--- src/dpt_pkg.sv ---
`timescale 1ns / 1ps

package dpt_pkg;

   localparam int MAC_W  = 48;
   localparam int SEC_W  = 32;
   localparam int RSSI_W = 8;
   localparam int SCORE_W = 7;
   localparam int BONUS_W = 6;
   localparam int PADDR_W = 3;
   localparam int PDATA_W = 32;

   localparam logic [SEC_W-1:0] TIMEOUT_RESET = 32'd300;
   localparam logic [SEC_W-1:0] SEC_PER_DAY   = 32'd86400;
   localparam logic [SEC_W-1:0] AGE_30_DAYS   = SEC_PER_DAY * 32'd30;
   localparam logic [SEC_W-1:0] AGE_14_DAYS   = SEC_PER_DAY * 32'd14;
   localparam logic [SEC_W-1:0] AGE_7_DAYS    = SEC_PER_DAY * 32'd7;
   localparam logic [SEC_W-1:0] AGE_3_DAYS    = SEC_PER_DAY * 32'd3;

   localparam logic [BONUS_W-1:0] BONUS_30_DAYS = 6'd40;
   localparam logic [BONUS_W-1:0] BONUS_14_DAYS = 6'd30;
   localparam logic [BONUS_W-1:0] BONUS_7_DAYS  = 6'd20;
   localparam logic [BONUS_W-1:0] BONUS_3_DAYS  = 6'd10;

   localparam logic [SCORE_W-1:0] SCORE_BASE    = 7'd10;
   localparam logic [SCORE_W-1:0] SCORE_HISTORY = 7'd20;
   localparam logic [SCORE_W-1:0] SCORE_MAX     = 7'd100;
   localparam logic [SCORE_W-1:0] TRACK_LEVEL   = 7'd50;

   // register index taken from paddr[2]
   localparam logic REG_TIMEOUT = 1'b0;
   localparam logic REG_EVENTS  = 1'b1;

   typedef enum logic [1:0] {
      OP_SIGHTING = 2'd0,
      OP_SCAN     = 2'd1,
      OP_RESTORE  = 2'd2,
      OP_QUERY    = 2'd3
   } opcode_type;

   typedef enum logic [2:0] {
      EV_NONE     = 3'd0,
      EV_FIRST    = 3'd1,
      EV_ARRIVED  = 3'd2,
      EV_LEFT     = 3'd3,
      EV_RETURNED = 3'd4
   } event_kind_type;

   typedef struct packed {
      logic [MAC_W-1:0] mac;
      logic [SEC_W-1:0] last_seen;
      logic             present;
      logic             history;
   } entry_type;

   typedef struct packed {
      logic                     status;
      event_kind_type           event_kind;
      logic [MAC_W-1:0]         event_mac;
      logic signed [RSSI_W-1:0] event_rssi;
      logic [SCORE_W-1:0]       trust_score;
      logic                     is_tracked;
      logic                     is_present;
      logic                     last_result;
   } result_type;

   typedef struct packed {
      logic [SEC_W-1:0] timeout;
      logic             events_en;
   } cfg_type;

   typedef struct packed {
      logic               late;
      logic [BONUS_W-1:0] bonus;
   } age_res_type;

endpackage

--- src/dpt_age_unit.sv ---
`timescale 1ns / 1ps

module dpt_age_unit (
   input  logic [dpt_pkg::SEC_W-1:0] now_sec,
   input  logic [dpt_pkg::SEC_W-1:0] last_seen,
   input  logic [dpt_pkg::SEC_W-1:0] timeout,
   output dpt_pkg::age_res_type      res
);
   import dpt_pkg::*;

   logic [SEC_W-1:0] age;

   // age wraps modulo 2^32
   assign age = now_sec - last_seen;

   always_comb begin
      res.late = (age >= timeout);
      if (age >= AGE_30_DAYS) begin
         res.bonus = BONUS_30_DAYS;
      end else if (age >= AGE_14_DAYS) begin
         res.bonus = BONUS_14_DAYS;
      end else if (age >= AGE_7_DAYS) begin
         res.bonus = BONUS_7_DAYS;
      end else if (age >= AGE_3_DAYS) begin
         res.bonus = BONUS_3_DAYS;
      end else begin
         res.bonus = '0;
      end
   end

endmodule

--- config.mk ---
export PLATFORM = sky130hd
export DESIGN_NAME = dpt_age_unit
export DESIGN_NICKNAME = d
export VERILOG_FILES = /design/src/dpt_pkg.sv /design/src/dpt_age_unit.sv
export SDC_FILE = /design/constraint.sdc
export NUM_CORES = 1
export LEC_CHECK = 0
export CAP_MARGIN = 40
export CELL_PAD_IN_SITES_DETAIL_PLACEMENT = 0
export CELL_PAD_IN_SITES_GLOBAL_PLACEMENT = 1
export CORE_UTILIZATION = 43
export DETAILED_ROUTE_END_ITERATION = 10
export DONT_BUFFER_PORTS = 1
export PLACE_DENSITY_LB_ADDON = 0.2
export SLEW_MARGIN = 20
export SYNTH_ARGS = -nofsm -noshare
export SYNTH_HDL_FRONTEND = slang
export SYNTH_SLANG_ARGS = --single-unit
--- constraint.sdc ---
create_clock -name vclk -period 5.22
set_input_delay 1.044 -clock vclk [all_inputs]
set_output_delay 1.044 -clock vclk [all_outputs]
set_load 0.02 [all_outputs]
---- After elaboration in Yosys (flattened, before gate mapping) ----
Index checks and enable logic that the tools add are counted.
word-level totals
  input port bits ......................... 96
  register bits ........................... 0
  output and inout port bits .............. 7
cells by class
  $add $sub $neg .......................... 1
  mux-type cells .......................... 4
  order comparisons ....................... 5
operators with widths
  kind                                                                                    number
  32-bit by 18-bit greater-or-equal comparator with 1-bit output (second input constant)  1
  32-bit by 20-bit greater-or-equal comparator with 1-bit output (second input constant)  1
  32-bit by 21-bit greater-or-equal comparator with 1-bit output (second input constant)  1
  32-bit by 22-bit greater-or-equal comparator with 1-bit output (second input constant)  1
  32-bit greater-or-equal comparator                                                      1
  32-bit subtractor                                                                       1
  5-bit two-way mux                                                                       2
  6-bit two-way mux                                                                       1
  4-bit two-way mux                                                                       1

---- Longest topological paths before layout ----
  word-level depth ........................ 6
  gate-level depth with buffers ........... 21
  gate-level depth less buffers ........... 21

---- Worst setup path after synthesis ----
Ideal clock, no wire load.
  path type ............................... input-to-output
  start point ............................. in last_seen[10] (netlist name)
  end point ............................... out res[6] (netlist name)
  required time ........................... 4.176 ns
  data arrival time ....................... 4.371 ns
  setup slack ............................. -0.195 ns
  buffers on the path ..................... 1
  stages on the path ...................... 19
  cells stage by stage .................... inv_1 -> ha_1 -> buf_2 -> a21oi_1 -> o21ai_1 -> a2111oi_0 -> o21ai_1 -> a211o_1 -> o21ai_1 -> xor2_1 -> inv_1 -> ha_1 -> nand4_1 -> nor2_1 -> a21oi_1 -> nand2_1 -> a31oi_1 -> maj3_1 -> a31oi_1
RTL lines
  what                line               source
  start: declaration  dpt_age_unit.sv:5  input logic [dpt_pkg::SEC_W-1:0] last_seen,
  end: declaration    dpt_age_unit.sv:7  output dpt_pkg::age_res_type res

==> impl_metrics.py <==
metrics = {
    "run_status": {
        "violations": "negative setup slack",
        "status": "finished, violations left",
    },
    "cells_and_area": {
        "register_area_um2": 0,
        "clkbuf_count": 0,
        "nets": 700,
        "final_common_cell": "buf_4",
        "flops_and_latches": 0,
        "fin_area_mm2": 0.00433,
        "layout.cells.non_filler": 638,
        "drive_gt1_frac": 0.297,
        "syn_to_final_growth_pct": 35.2,
        "n_antenna_cell": 0,
        "layout_common_cells": "buf_4 (81), inv_1 (78), ha_1 (50), a21oi_1 (36), nand2_1 (30)",
    },
    "logic_synthesis": {
        "synth-seq-area-share": 0,
        "synth.cell_area_mm2": 0.00320,
        "yosys_warnings": 0,
        "syn-num-nets": 630,
        "synth_cells": 471,
        "syn_area_per_cell_um2": 6.80,
        "synth.distinct_cells": 67,
    },
    "floorplanning": {
        "die_w_um": 88.3,
        "num_rows": 31,
        "initial_core_util": 0.444,
        "coreArea_mm2": 0.00721,
        "die_area_mm2": 0.00780,
        "die_y_um": 88.3,
        "boundaryPins": 103,
    },
    "route": {
        "dr.pass1.iters": 4,
        "ant_nets": 0,
        "vias": 3522,
        "drt_iter0_drc": 162,
        "wl_per_cell_um": 14.3,
        "drc": 0,
        "wl_mm": 9.14,
        "via_per_inst": 5.52,
    },
    "setup_path": {
        "endpoint_kind": "output pin",
        "worstPathArrival_ns": 4.34,
        "path_cells": "inv_1, ha_1, and4_4, nand2_1, or3_4, a2111oi_4, o21ai_1, nand2_1, xor2_2, ha_1, a21o_1, a21oi_2, nor2b_1, o21ai_1, nand2b_1, a21oi_2, nor2b_2, nor3_2, a31oi_4",
        "critPathBufInv": 1,
        "worst-path-stages": 19,
        "slowest_delay_ns": 0.48,
        "crit_required_ns": 4.18,
        "cp-startpoint": "last_seen[9]",
        "worst_setup_path_start_kind": "input pin",
        "worstSetupEndpoint": "res[6]",
        "critical_path_class": "in2out",
        "cp_top_family": "simple AND/OR/NAND/NOR gates",
        "crit_slowest_cell": "a2111oi_4",
        "worstPathMaxFanout": 4,
    },
    "pwr": {
        "p_leak_nw": 2.13,
        "ir_drop_uv": 59.7,
        "p_per_area_mw_per_mm2": 155,
    },
    "sta": {
        "worstMarginPinSlew_ns": 0.503,
        "period_share": 1.03,
        "setup_viol": 1,
        "rsz0062_at_grt": "yes",
        "hold_violations": 0,
        "timing.fmax_mhz": 186,
        "setup_ws_ns": -0.166,
        "drv_slew": 0,
        "post-route-min-period_ns": 5.39,
        "slew_headroom": 0.662,
    },
    "place": {
        "port_buffers": 0,
        "dp_cells": 626,
        "place_area_mm2": 0.00383,
        "gp_congestion": 0.849,
        "hpwl_mm": 7.62,
    },
    "global_route": {
        "overflow": 0,
        "grt_pass1_wl_mm": 13.8,
        "grt_pass1_vias": 3063,
        "antenna_found_initial": 0,
        "grt_max_degree": 10,
        "grtUsageTotal": 0.215,
    },
    "cts": {
        "ctsHoldBuffers": 0,
    },
    "hold_path": {
        "hold_class": "in2out",
    },
    "run": {
        "maxCapViolations": 0,
    },
}
[final cells by class]
type,count,area (um^2)
multi-input cells,372,3230
well taps,99,124
fillers,686,2880
inverters,83,327
repair buffers,84,651
[what timing repair did]
action,in CTS,in global routing
endpoints found under the hold margin,0,0
pin swaps,27,44
setup buffers,8,5
resized for setup,20,57
endpoints found under the setup margin,6,5
[through the flow]
step | setup TNS, ns | util | total power (W) | worst slack [ns] | hold slack [ns]
after global routing | -0.412 | 0.600 | 0.000738 | -0.355 | 2.41
final | -0.166 | 0.600 | 0.000670 | -0.166 | 2.40
after floorplan | 0 | - | 0.000397 | 0.00438 | 2.40
after CTS | -0.226 | 0.552 | 0.000600 | -0.226 | 2.40
after global placement | -0.595 | 0.532 | 0.000562 | -0.270 | 2.40
after detailed placement | -0.787 | 0.532 | 0.000576 | -0.367 | 2.40
[synth_stat cells (2+ instances only)]
| cell | number | area share |
|---|---|---|
| a21boi_0 | 2 | 0.0047 |
| o21ai_1 | 8 | 0.013 |
| o31a_1 | 3 | 0.0082 |
| buf_4 | 4 | 0.0094 |
| and3_1 | 3 | 0.0059 |
| a211oi_1 | 6 | 0.014 |
| a21oi_1 | 40 | 0.063 |
| a31oi_1 | 8 | 0.016 |
| nor2b_1 | 7 | 0.014 |
| o21a_1 | 8 | 0.019 |
| ha_1 | 62 | 0.24 |
| a211o_1 | 2 | 0.0055 |
| xnor2_1 | 13 | 0.036 |
| nor3_1 | 13 | 0.020 |
| inv_1 | 83 | 0.097 |
| a21oi_2 | 2 | 0.0055 |
| xor2_1 | 11 | 0.030 |
| nand2b_1 | 6 | 0.012 |
| nand3_1 | 5 | 0.0078 |
| a2111oi_2 | 2 | 0.0094 |
| o22a_1 | 2 | 0.0055 |
| o31ai_1 | 4 | 0.0094 |
| o22ai_1 | 2 | 0.0039 |
| nor4_1 | 3 | 0.0059 |
| o21ai_0 | 24 | 0.038 |
| and4_1 | 5 | 0.014 |
| a221oi_2 | 2 | 0.0094 |
| o211ai_1 | 4 | 0.0094 |
| o2111a_1 | 2 | 0.0070 |
| buf_2 | 8 | 0.013 |
| and2_1 | 5 | 0.0098 |
| a21o_1 | 17 | 0.040 |
| o21bai_1 | 5 | 0.012 |
| or3_1 | 2 | 0.0039 |
| clkbuf_1 | 4 | 0.0047 |
| nor2_1 | 19 | 0.022 |
| nand4_1 | 9 | 0.018 |
| mux2i_1 | 2 | 0.0063 |
| a2111oi_0 | 3 | 0.0082 |
| nand2_1 | 32 | 0.038 |
| or2_2 | 3 | 0.0059 |
[metal layers]
layer / vias to the layer above / wire (um) / global-route usage
li1: 1823 / - / -
met1: 1603 / 4870 / 0.347
met2: 92 / 3940 / 0.329
met3: 4 / 310 / 0.00373
met4: 0 / 20 / 0.00733
met5: - / 0 / 0
[how the worst min path moves through the flow]
| stage | startpoint | to | slack [ns] | cells after the start |
|---|---|---|---|---|
| 6_report | timeout[18] | res[6] | 2.40 | 2 |
| 4_1_cts | timeout[18] | res[6] | 2.40 | 2 |
| 5_1_grt | timeout[18] | res[6] | 2.41 | 2 |
| 2_1_floorplan | timeout[18] | res[6] | 2.40 | 2 |
| 3_5_place_dp | timeout[18] | res[6] | 2.40 | 2 |
| 3_3_place_gp | timeout[18] | res[6] | 2.40 | 2 |
[where the power goes]
| group | switching [W] | internal, W | leakage [nW] |
|---|---|---|---|
| Sequential | 0 | 0 | 0 |
| Combinational | 0.000351 | 0.000319 | 2.13 |
| Clock | 0 | 0 | 0 |
| Total | 0.000351 | 0.000319 | 2.13 |
[cells by family after synthesis]
| family | Yosys count | synth area share |
|---|---|---|
| AOI/OAI and AO/OA | 159 | 0.345 |
| xor gates and xnor gates | 24 | 0.0657 |
| adders and majority gates | 64 | 0.252 |
| buffers and inverters | 99 | 0.124 |
| muxes | 3 | 0.00977 |
| other | 1 | 0.00117 |
| and+or+nand+nor | 121 | 0.203 |
Note: power is estimated with default switching activity, not from simulation.
