[src/dpt_pkg.sv]
`timescale 1ns / 1ps

package dpt_pkg;

   localparam int MAC_W  = 48;
   localparam int SEC_W  = 32;
   localparam int RSSI_W = 8;
   localparam int SCORE_W = 7;
   localparam int BONUS_W = 6;
   localparam int PADDR_W = 3;
   localparam int PDATA_W = 32;

   localparam logic [SEC_W-1:0] TIMEOUT_RESET = 32'd300;
   localparam logic [SEC_W-1:0] SEC_PER_DAY   = 32'd86400;
   localparam logic [SEC_W-1:0] AGE_30_DAYS   = SEC_PER_DAY * 32'd30;
   localparam logic [SEC_W-1:0] AGE_14_DAYS   = SEC_PER_DAY * 32'd14;
   localparam logic [SEC_W-1:0] AGE_7_DAYS    = SEC_PER_DAY * 32'd7;
   localparam logic [SEC_W-1:0] AGE_3_DAYS    = SEC_PER_DAY * 32'd3;

   localparam logic [BONUS_W-1:0] BONUS_30_DAYS = 6'd40;
   localparam logic [BONUS_W-1:0] BONUS_14_DAYS = 6'd30;
   localparam logic [BONUS_W-1:0] BONUS_7_DAYS  = 6'd20;
   localparam logic [BONUS_W-1:0] BONUS_3_DAYS  = 6'd10;

   localparam logic [SCORE_W-1:0] SCORE_BASE    = 7'd10;
   localparam logic [SCORE_W-1:0] SCORE_HISTORY = 7'd20;
   localparam logic [SCORE_W-1:0] SCORE_MAX     = 7'd100;
   localparam logic [SCORE_W-1:0] TRACK_LEVEL   = 7'd50;

   // register index taken from paddr[2]
   localparam logic REG_TIMEOUT = 1'b0;
   localparam logic REG_EVENTS  = 1'b1;

   typedef enum logic [1:0] {
      OP_SIGHTING = 2'd0,
      OP_SCAN     = 2'd1,
      OP_RESTORE  = 2'd2,
      OP_QUERY    = 2'd3
   } opcode_type;

   typedef enum logic [2:0] {
      EV_NONE     = 3'd0,
      EV_FIRST    = 3'd1,
      EV_ARRIVED  = 3'd2,
      EV_LEFT     = 3'd3,
      EV_RETURNED = 3'd4
   } event_kind_type;

   typedef struct packed {
      logic [MAC_W-1:0] mac;
      logic [SEC_W-1:0] last_seen;
      logic             present;
      logic             history;
   } entry_type;

   typedef struct packed {
      logic                     status;
      event_kind_type           event_kind;
      logic [MAC_W-1:0]         event_mac;
      logic signed [RSSI_W-1:0] event_rssi;
      logic [SCORE_W-1:0]       trust_score;
      logic                     is_tracked;
      logic                     is_present;
      logic                     last_result;
   } result_type;

   typedef struct packed {
      logic [SEC_W-1:0] timeout;
      logic             events_en;
   } cfg_type;

   typedef struct packed {
      logic               late;
      logic [BONUS_W-1:0] bonus;
   } age_res_type;

endpackage

[src/dpt_csr.sv]
`timescale 1ns / 1ps

module dpt_csr (
   input  logic                         clock,
   input  logic                         reset,
   input  logic                         psel,
   input  logic                         penable,
   input  logic                         pwrite,
   input  logic [dpt_pkg::PADDR_W-1:0] paddr,
   input  logic [dpt_pkg::PDATA_W-1:0] pwdata,
   output logic [dpt_pkg::PDATA_W-1:0] prdata,
   output logic                         pready,
   output dpt_pkg::cfg_type             cfg
);
   import dpt_pkg::*;

   logic [SEC_W-1:0] timeout_ff, timeout_in;
   logic             events_ff, events_in;
   logic             wr_en;

   assign pready = 1'b1;
   assign wr_en  = psel && penable && pwrite;

   always_comb begin
      timeout_in = timeout_ff;
      events_in  = events_ff;
      if (wr_en) begin
         unique case (paddr[2])
            REG_TIMEOUT: timeout_in = pwdata[SEC_W-1:0];
            REG_EVENTS:  events_in  = pwdata[0];
            default: ;
         endcase
      end
   end

   always_comb begin
      unique case (paddr[2])
         REG_TIMEOUT: prdata = PDATA_W'(timeout_ff);
         REG_EVENTS:  prdata = PDATA_W'(events_ff);
         default:     prdata = '0;
      endcase
   end

   always_ff @(posedge clock) begin
      if (reset) begin
         timeout_ff <= TIMEOUT_RESET;
         events_ff  <= 1'b1;
      end else begin
         timeout_ff <= timeout_in;
         events_ff  <= events_in;
      end
   end

   assign cfg.timeout   = timeout_ff;
   assign cfg.events_en = events_ff;

endmodule

[config.mk]
export PLATFORM = sky130hd
export DESIGN_NAME = dpt_csr
export DESIGN_NICKNAME = d
export VERILOG_FILES = /design/src/dpt_pkg.sv /design/src/dpt_csr.sv
export SDC_FILE = /design/constraint.sdc
export NUM_CORES = 1
export LEC_CHECK = 0
export ABC_AREA = 1
export ABC_CLOCK_PERIOD_IN_PS = 1000
export BUFFER_PORTS_ARGS = -buffer_cell sky130_fd_sc_hd__buf_2
export CAP_MARGIN = 15
export CORE_ASPECT_RATIO = 0.6
export CORE_MARGIN = 3
export CORE_UTILIZATION = 43
export DETAILED_ROUTE_END_ITERATION = 8
export GPL_ROUTABILITY_DRIVEN = 1
export PLACE_DENSITY = 0.85
export SLEW_MARGIN = 0
export SYNTH_ARGS = -nofsm -noshare
export SYNTH_HDL_FRONTEND = slang
export SYNTH_SLANG_ARGS = --single-unit
[constraint.sdc]
create_clock -name clock -period 1 [get_ports clock]
set_clock_uncertainty 0.2 [all_clocks]
set_input_delay 0.05 -clock clock [delete_from_list [all_inputs] [get_ports clock]]
set_output_delay 0.05 -clock clock [all_outputs]
set_load 0.01 [all_outputs]
# --- Word-level counts from Yosys, hierarchy flattened ---
# Cells that the tools add are included.
totals:
  ff_bits: 33
  out_inout_bits: 66
  elab_cells: 8
  input_bits: 40
classes:
  n_mux: 1
  bitwise: 1
  reduce_logical: 4
ops:
  columns: ["cell", "n"]
  rows:
  - ["32-bit case mux with 2 select lines", 1]
  - ["2-bit AND reduction", 2]
  - ["1-bit logical AND", 2]
  - ["1-bit inverter", 1]

# --- Longest topological paths before layout ---
# Gate-level depths: netlist of run 1.
logic_depth:
  depth_word: 3
  ltp_mapped: 6
  mapped_depth_nobuf: 5

# --- Worst setup path before layout of run 1 ---
# No wires, ideal clock.
synth_timing:
  path_type: "input to register"
  from: "in paddr[2] (netlist name)"
  to: "reg timeout_ff[10]"
  arrival_ns: 0.568
  stages: 6
  slack_ns: 0.120
  cell_sequence: "buf_6 -> inv_2 -> buf_2 -> nand3_1 -> nand2_1 -> nor2_1"
synth_via:
  elab_chain_len: 2
synth_lines:
  columns: ["element", "line", "rtl"]
  rows:
  - ["start, declared", "dpt_csr.sv:9", "input logic [dpt_pkg::PADDR_W-1:0] paddr,"]
  - ["1-bit inverter (no line)", null, null]
  - ["2-bit AND reduction (no line)", null, null]
  - ["end signal, assigned", "dpt_csr.sv:49", "timeout_ff <= timeout_in;"]
  - ["end, declared", "dpt_csr.sv:17", "logic [SEC_W-1:0] timeout_ff, timeout_in;"]
# No other way between the ends.
# A chain may end at the register's enable or synchronous reset.

# --- Final worst setup path of run 1 ---
layout_timing:
  from: "reg timeout_ff[9]"
  to: "out prdata[9] (netlist name)"
layout_via:
  elab_chain_len: 1
layout_lines:
  columns: ["element", "line", "rtl"]
  rows:
  - ["32-bit case mux with 2 select lines", "dpt_csr.sv:37", "unique case (paddr[2])"]
  - ["end, declared", "dpt_csr.sv:11", "output logic [dpt_pkg::PDATA_W-1:0] prdata,"]
# No other way between the ends.

==> metrics list, run 1 <==
- The run finished, with violations left.
- Failing checks: negative hold slack, negative setup slack
* Cell row count: 17
* Syn_nets: 320
- Fillers: about 240
- Wire length of the first global-routing pass: approximately 8500 um
* Switching power: just over 0.0008 W
* # hold bufs at CTS: 32
- The congestion estimate from routability-driven global placement came to ~0.76.
- Post-synthesis adder-cell area fraction: 0%
- Relative contribution of the clock network to total power: between 30% and 40%
- Final-layout worst hold slack: -0.0173 ns
* Clock root cell: sky130_fd_sc_hd__clkbuf_8
- MaxCap Viol Count: 0
- Total GRT Usage: 23.3%
* Fraction of final layout cells with drive strength greater than 1: 48.5%
* Endpoint class of the critical path: output port
- The path class of the tightest hold or removal check is input port to flip-flop.
- Routed via count divided by cell count: 4.69
- For this block, the routed nets add up to approximately 6400 um of wire.
- For the finished layout, the period the worst path requires is between 1 and 1.5 ns.
- The floorplan step defined a die boundary enclosing ~4800 um^2.
- In this run the worst path has a maximum fanout of 3.
* Sequential share of the synthesized area: 38.7%
- After synthesis, the share of cell area in mux cells is 0%.
- Vias: about 2,200
* Number of global-route vias before repair: between 1,500 and 2,000
- Synthesized-area fraction occupied by and/or/nand/nor cells: about two fifths
- Buffers inserted during clock tree synthesis total 5.
- Setup CP Type: flip-flop to output port
- Average wire per cell in the routed design: about 13 um
* Die span in x: 87.4 um
* Number of buffers on the longest clock path: 2
- Sequential cells burn a little under half of the power.
- Combinational family with the most area after synthesis: simple AND/OR/NAND/NOR gates
- Static leakage power: 1.70 nW
* Critical path launch point: timeout_ff[9]
* Aggregate global routing overflow: 0
* Unrepaired setup endpoints after global routing: yes
* Mapped Cells: 280
* Count of H-tree levels built during CTS: 2
- Int Power: about 0.0022 W
- At the later pin of the worst-skew pair, clock insertion delay measures roughly 0.27 ns.
- The netlist uses 16 different library cells.
- The worst hold path begins at reset.
- Relative contribution of combinational cells to total power: around a quarter
- Number of nets still failing antenna checks after routing: 0
- The total area inside the core boundary comes to about 3700 um^2.
- VDD sags by at most about 0.9 mV.
* Syn. warnings: 0
- Critical path arrival: 0.93 ns
* Largest net degree at the start of global routing: 31
- Of the total synthesized cell area, the portion taken by XOR and XNOR cells is 0%.
* Post-synthesis instance area: 1710 um^2
* Starting density of the core: 45.7%
- Antenna violations before repair: 0
- Final clock period utilization by the worst path: 118%
- Total count of max-transition violations in the final report: 0
* CP startpoint kind: flip-flop
* Reg-to-Reg Start: timeout_ff[3]
* Total of buffers placed on input and output ports: ~100
- Counting every sink on the clock net gives 33.
* ANT cells: 0
- The wire-length estimate of the detail-placed layout is around 3500 um.
- Pin placement for this block handled 106 I/O pins.
- CP Data Required Time: ~0.75 ns
- The first detailed-routing pass took 4 iterations.
- P per Cell Area: around 970 nW/um^2
* Signed area change from the synthesized netlist to the final layout: 85.4%
* Net count reported at finish: 470
- Timing would allow up to between 0.8 and 0.9 GHz.
* Total of flip-flops plus latches after synthesis: 33
- The number of hold-slack violations in the final timing report is 8.
- After layout, the worst setup slack is -0.180 ns.
- Fraction of power spent switching nets: between 20% and 30%
* Clk slew on worst S/H paths: ~0.06 ns
* Compound-gate portion of the synthesized area: less than 1%
- The detailed router finished its first iteration with approximately 150 violations.
- Setup violations remaining at the end of the flow were counted as a little under 50.
- Post-placement setup slack: -0.0940 ns
- TritonCTS built the clock tree.
- After detailed routing, the number of remaining DRC violations is 0.
* Post-Syn Area per Cell: 6.10 um^2
- Die H: roughly 55 um
==> cell usage after synthesis <==
cell | instances | area share [%]
sky130_fd_sc_hd__conb_1 | 1 | 0.22
sky130_fd_sc_hd__nand3_2 | 1 | 0.59
sky130_fd_sc_hd__nor2_1 | 87 | 19
sky130_fd_sc_hd__nor2_2 | 1 | 0.37
sky130_fd_sc_hd__buf_1 | 3 | 0.66
sky130_fd_sc_hd__nand2_1 | 40 | 8.8
sky130_fd_sc_hd__buf_2 | 5 | 1.5
sky130_fd_sc_hd__inv_2 | 1 | 0.22
sky130_fd_sc_hd__nor2_4 | 1 | 0.66
sky130_fd_sc_hd__dfxtp_1 | 33 | 39
sky130_fd_sc_hd__buf_4 | 6 | 2.6
sky130_fd_sc_hd__o21ai_1 | 1 | 0.29
sky130_fd_sc_hd__inv_1 | 61 | 13
sky130_fd_sc_hd__nand2_2 | 1 | 0.37
sky130_fd_sc_hd__nand3_1 | 34 | 10
sky130_fd_sc_hd__buf_6 | 4 | 2.6
==> through the flow <==
| step | instance area (um^2) | instances | TNS, ns | total power (W) | utilization (%) |
|---|---|---|---|---|---|
| floorplan | 1710 | 280 | 0 | 0.00170 | - |
| CTS | 2830 | 463 | -3.80 | 0.00298 | 75.5 |
| detailed placement | 2300 | 422 | -1.39 | 0.00192 | 61.4 |
| finish | 3170 | 478 | -5.55 | 0.00307 | 84.6 |
| global route | 3170 | 478 | -7.98 | 0.00323 | 84.6 |
| global placement | 2300 | 422 | -0.187 | 0.00191 | 61.4 |
==> what timing repair did <==
item	in CTS	in global routing
hold endpoints to repair	33	5
pin swaps	4	28
resized for setup	50	75
setup endpoints to repair	65	73
buffers inserted	1	18
==> cells by family (layout without fill, tap and decap cells) <==
| group | count (synthesis) | after routing |
|---|---|---|
| buf+inv | 80 | 231 |
| other cells | 1 | 1 |
| simple gates | 165 | 165 |
| compound gates | 1 | 1 |
| flops | 33 | 33 |
==> power by group through the flow <==
stage	sequential, W	clock (W)	combinational, W
6_report	0.00141	0.000928	0.000729
4_1_cts	0.00141	0.000959	0.000616
3_3_place_gp	0.00142	0	0.000486
5_1_grt	0.00141	0.00102	0.000801
3_5_place_dp	0.00142	0	0.000496
2_1_floorplan	0.00144	0	0.000258
==> cells in the final DEF, fill, tap and decap left out, types with 6 or more instances in the layout <==
cell type and instances:
sky130_fd_sc_hd__buf_2 68, sky130_fd_sc_hd__buf_4 13, sky130_fd_sc_hd__buf_6 43, sky130_fd_sc_hd__dfxtp_2 27, sky130_fd_sc_hd__dfxtp_4 6, sky130_fd_sc_hd__dlygate4sd3_1 28
sky130_fd_sc_hd__inv_1 37, sky130_fd_sc_hd__inv_2 25, sky130_fd_sc_hd__nand2_1 40, sky130_fd_sc_hd__nand3_1 32, sky130_fd_sc_hd__nor2_1 76, sky130_fd_sc_hd__nor2_2 12
==> final cells by class <==
type	instances	area [um^2]	share of cell area (%)
Sequential cell	33	717	22.6
Tap cell	47	58.8	1.86
Inverter	62	233	7.35
Clock buffer	8	80.1	2.53
Multi-Input combinational cell	167	727	22.9
Timing Repair Buffer	161	1350	42.7
==> state kept, by name (all words and copies together), names as in the netlist <==
register / count
events_ff: 1
timeout_ff: 32
==> metal layers <==
metal	routed length, um	vias up	track usage (%)
li1	-	1103	-
met5	0	-	0
met2	3170	120	42.8
met4	112	0	8.42
met1	2460	1008	26.3
met3	620	13	6.77
==> critical path, stage by stage, from the launching register on <==
cell and delay (ns):
sky130_fd_sc_hd__dfxtp_2 0.38, sky130_fd_sc_hd__inv_2 0.03, sky130_fd_sc_hd__nor2_1 0.10, sky130_fd_sc_hd__buf_2 0.14
==> path summary, 6_finish.rpt <==
| check | endpoint | slack (ns) | depth (start not counted) |
|---|---|---|---|
| hold reg to reg | timeout_ff[2] | 0.29 | 2 |
| setup reg to reg | timeout_ff[3] | -0.01 | 4 |
| hold / removal | timeout_ff[5] | -0.02 | 4 |
| setup / recovery | prdata[9] | -0.18 | 3 |
(Power assumes the default switching activity.)
==> run 2, diff against run 1 <==
- CORE_MARGIN: 3 -> not set
==> run 2 against run 1 <==
Against the previous run:
- the run ends with negative setup slack left
- sequential power hardly changed
- non-clock buffer count up 6
- setup slack lost 0.11 ns
- core utilization is 2.3 points higher
- critical path depth unchanged
- via count down 2.0%
- hold slack better by 0.037 ns
- clock power grew 19%
- combinational power grew 2%
- global-route usage up 4.2 points
- register-to-register slack better by 0.03 ns
- largest cell class unchanged
==> metrics list, run 2 (synthesized netlist as in run 1, its figures left out) <==
- Number of buffers created by CTS: 5 (unchanged)
- The number of clock sinks seen by CTS came to 33 (unchanged).
- Count of H-tree levels built during CTS: 2 (unchanged)
- The horizontal extent of the die was 83.4 um (was 87.4 um).
- Failing checks: negative setup slack (was negative hold slack, negative setup slack)
- The aggregate routed wire length came to 6260 um (was 6360 um).
* Post-placement setup slack: -0.0842 ns (was -0.0940 ns)
- Number of global-route vias before repair: 1,943 (was 1,901)
- Number of nets still failing antenna checks after routing: 0 (unchanged)
* Total instance count after detailed placement: 421 (was 422)
- Total GRT Usage: 27.5% (was 23.3%)
- Routed via count divided by cell count: 4.55 (was 4.69)
- P per Cell Area: 1000 nW/um^2 (was 968 nW/um^2)
- Setup CP Type: flip-flop to output port (unchanged)
* Largest net degree at the start of global routing: 33 (was 31)
* Average wire per cell in the routed design: 12.9 um (was 13.3 um)
- The clock root buffer was sky130_fd_sc_hd__clkbuf_8 (unchanged).
- Max FFs per register: 32 (unchanged)
* Total iterations of the first detailed-routing run: 4 (unchanged)
- Outcome: complete, but fails checks (unchanged)
- Number of hold violations in the final report: 0 (was 8)
* Area occupied by multi-input gates: 722 um^2 (was 727 um^2)
* Endpoint class of the critical path: output port (unchanged)
* Total count of max-transition violations in the final report: 0 (unchanged)
- Starting density of the core: 45.7% (unchanged)
- The peak clock frequency supported by timing was 0.777 GHz (was 0.848 GHz).
* Delay of the slowest cell on the worst path: 0.37 ns (was 0.38 ns)
- MaxCap Viol Count: 0 (unchanged)
- Vias: 2,200 (was 2,244)
- Signed area change from the synthesized netlist to the final layout: 90.3% (was 85.4%)
- The area inside the core boundary was 3740 um^2 (unchanged).
- The worst reg2reg path depth came to 4 (unchanged).
* CP startpoint kind: flip-flop (unchanged)
- The final HPWL from detailed placement was 3180 um (was 3490 um).
* Net count reported at finish: 476 (was 470)
- Top library cells by usage in the layout, fill and taps aside: sky130_fd_sc_hd__nor2_1 (78), sky130_fd_sc_hd__buf_2 (68), sky130_fd_sc_hd__buf_6 (56), sky130_fd_sc_hd__nand2_1 (40), sky130_fd_sc_hd__inv_1 (37) (was sky130_fd_sc_hd__nor2_1 (76), sky130_fd_sc_hd__buf_2 (68), sky130_fd_sc_hd__buf_6 (43), sky130_fd_sc_hd__nand2_1 (40), sky130_fd_sc_hd__inv_1 (37))
- The wire length of the first global-routing pass was 8950 um (was 8510 um).
- Final clock period utilization by the worst path: 129% (was 118%)
* Met1 routing resource usage after global routing: 30.6% (was 26.3%)
- ANT cells: 0 (unchanged)
- The met3 global-route usage was 6.62% (was 6.77%).
* Clk slew on worst S/H paths: 0.07 ns (was 0.06 ns)
- Most frequent standard cell in the layout excluding fill and tap cells: sky130_fd_sc_hd__nor2_1 (unchanged)
- The starting DRC count in detailed routing is 111 (was 151).
- The layout cell share with drive strength beyond 1 came to 49.2% (was 48.5%).
- The type of the most critical hold path is input port to flip-flop (unchanged).
* Most crowded layer after global routing: met2 (unchanged)
- Count of final setup violators: 59 (was 49)
- Unrepaired setup endpoints after global routing: yes (unchanged).
* Final-layout worst hold slack: 0.0194 ns (was -0.0173 ns)
- The routability congestion estimate from global placement was 0.737 (was 0.759).
* Worst-path cell with the longest stage delay: sky130_fd_sc_hd__dfxtp_2 (unchanged)
- Area of the die: 4240 um^2 (was 4790 um^2)
- Fin cells: 484 (was 478)
- Fillers: 214 (was 241)
- Highest fanout seen on the critical path: 3 (unchanged)
- The final routed DRC violation total came to 0 (unchanged).
* Storage element area: 717 um^2 (unchanged)
- The clock tree from TritonCTS was done (unchanged).
- The required time at the worst-slack endpoint came to 0.75 ns (about the same).
- Registers with the highest flip-flop counts: timeout_ff (32), events_ff (1) (unchanged).
- The die span in y came to 50.8 um (was 54.8 um).
- Cells traversed along the worst timing path: inv_2 > nor2_1 > buf_2 (unchanged)
* Total of buffers placed on input and output ports: 102 (unchanged)
- TNS Setup: -6.63 ns (was -5.55 ns)
- The leakage power summed over all cells came to 1.74 nW (was 1.70 nW).
* Cell row count: 17 (unchanged)
* Register with the highest flop count: timeout_ff (unchanged)
- The time the worst path needs with I/O delays and setup was 1.29 ns (was 1.18 ns).
- Global-route met2 utilization: 50.1% (was 42.8%)
- Insertion delay of the later-clocked pin in the worst-skew pair: 0.28 ns (was 0.27 ns)
- Antenna violations before repair: 0 (unchanged)
* Final WS setup: -0.288 ns (was -0.180 ns)
- The worst hold path stage count came to 4 (unchanged).
* I/O pin total: 106 (unchanged)
- The worst IR drop on VDD was 0.757 mV (was 0.882 mV).
- The sum of overflow across all layers after global routing came to 0 (unchanged).
- The maximum clock insertion buffer count was 2 (unchanged).
* Critical path arrival: 1.04 ns (was 0.93 ns)
-- run 2: metal layers --
metal	wire length, um	share of wire [%]	vias to the layer above
met5	0	0	-
met4	150	2.4	0
met3	423	6.8	15
met2	3120	50	106
met1	2560	41	970
li1	-	-	1109
-- run 2: final cells by class --
cell class	instances	share of cell area (%)
repair buffers	167	43.6
multi-input cells	167	22.2
flip-flops and latches	33	22.0
inverters	62	7.23
clock buffers	7	2.96
well taps	47	1.81
clock inverters	1	0.154
-- run 2: where the power goes --
part | internal (W) | leakage, nW | switching (W)
combinational | 0.000404 | 1.41 | 0.000337
clock | 0.000622 | 0.0542 | 0.000483
sequential | 0.00136 | 0.281 | 0.0000508
-- run 2: stage by stage --
| step | utilization (%) | area, um^2 | power (W) |
|---|---|---|---|
| finish | 86.9 | 3250 | 0.00326 |
| global route | 86.9 | 3250 | 0.00340 |
| CTS | 78.6 | 2940 | 0.00317 |
| detailed placement | 60.5 | 2260 | 0.00190 |
| global placement | 60.5 | 2260 | 0.00189 |
| floorplan | - | 1710 | 0.00170 |
-- run 2: worst paths after layout --
check | start | endpoint | slack, ns
worst max-delay path | timeout_ff[7] | prdata[7] | -0.29
worst min-delay path | reset | timeout_ff[3] | 0.02
worst max register to register | timeout_ff[31] | timeout_ff[31] | 0.02
worst min register to register | events_ff | events_ff | 0.29
-- run 2: what timing repair did --
action | CTS | global route
resized for setup | 64 | 71
buffers inserted | 5 | 18
endpoints found under the setup margin | 65 | 69
hold endpoints to repair | 33 | 0
pin swaps | 8 | 17
hold buffers | 32 | 0
-- run 2: worst max-delay path: cells and delay by family (launching register included) --
| kind | cells | cell delay [ns] |
|---|---|---|
| buf+inv | 2 | 0.22 |
| flops | 1 | 0.37 |
| simple gates | 1 | 0.16 |
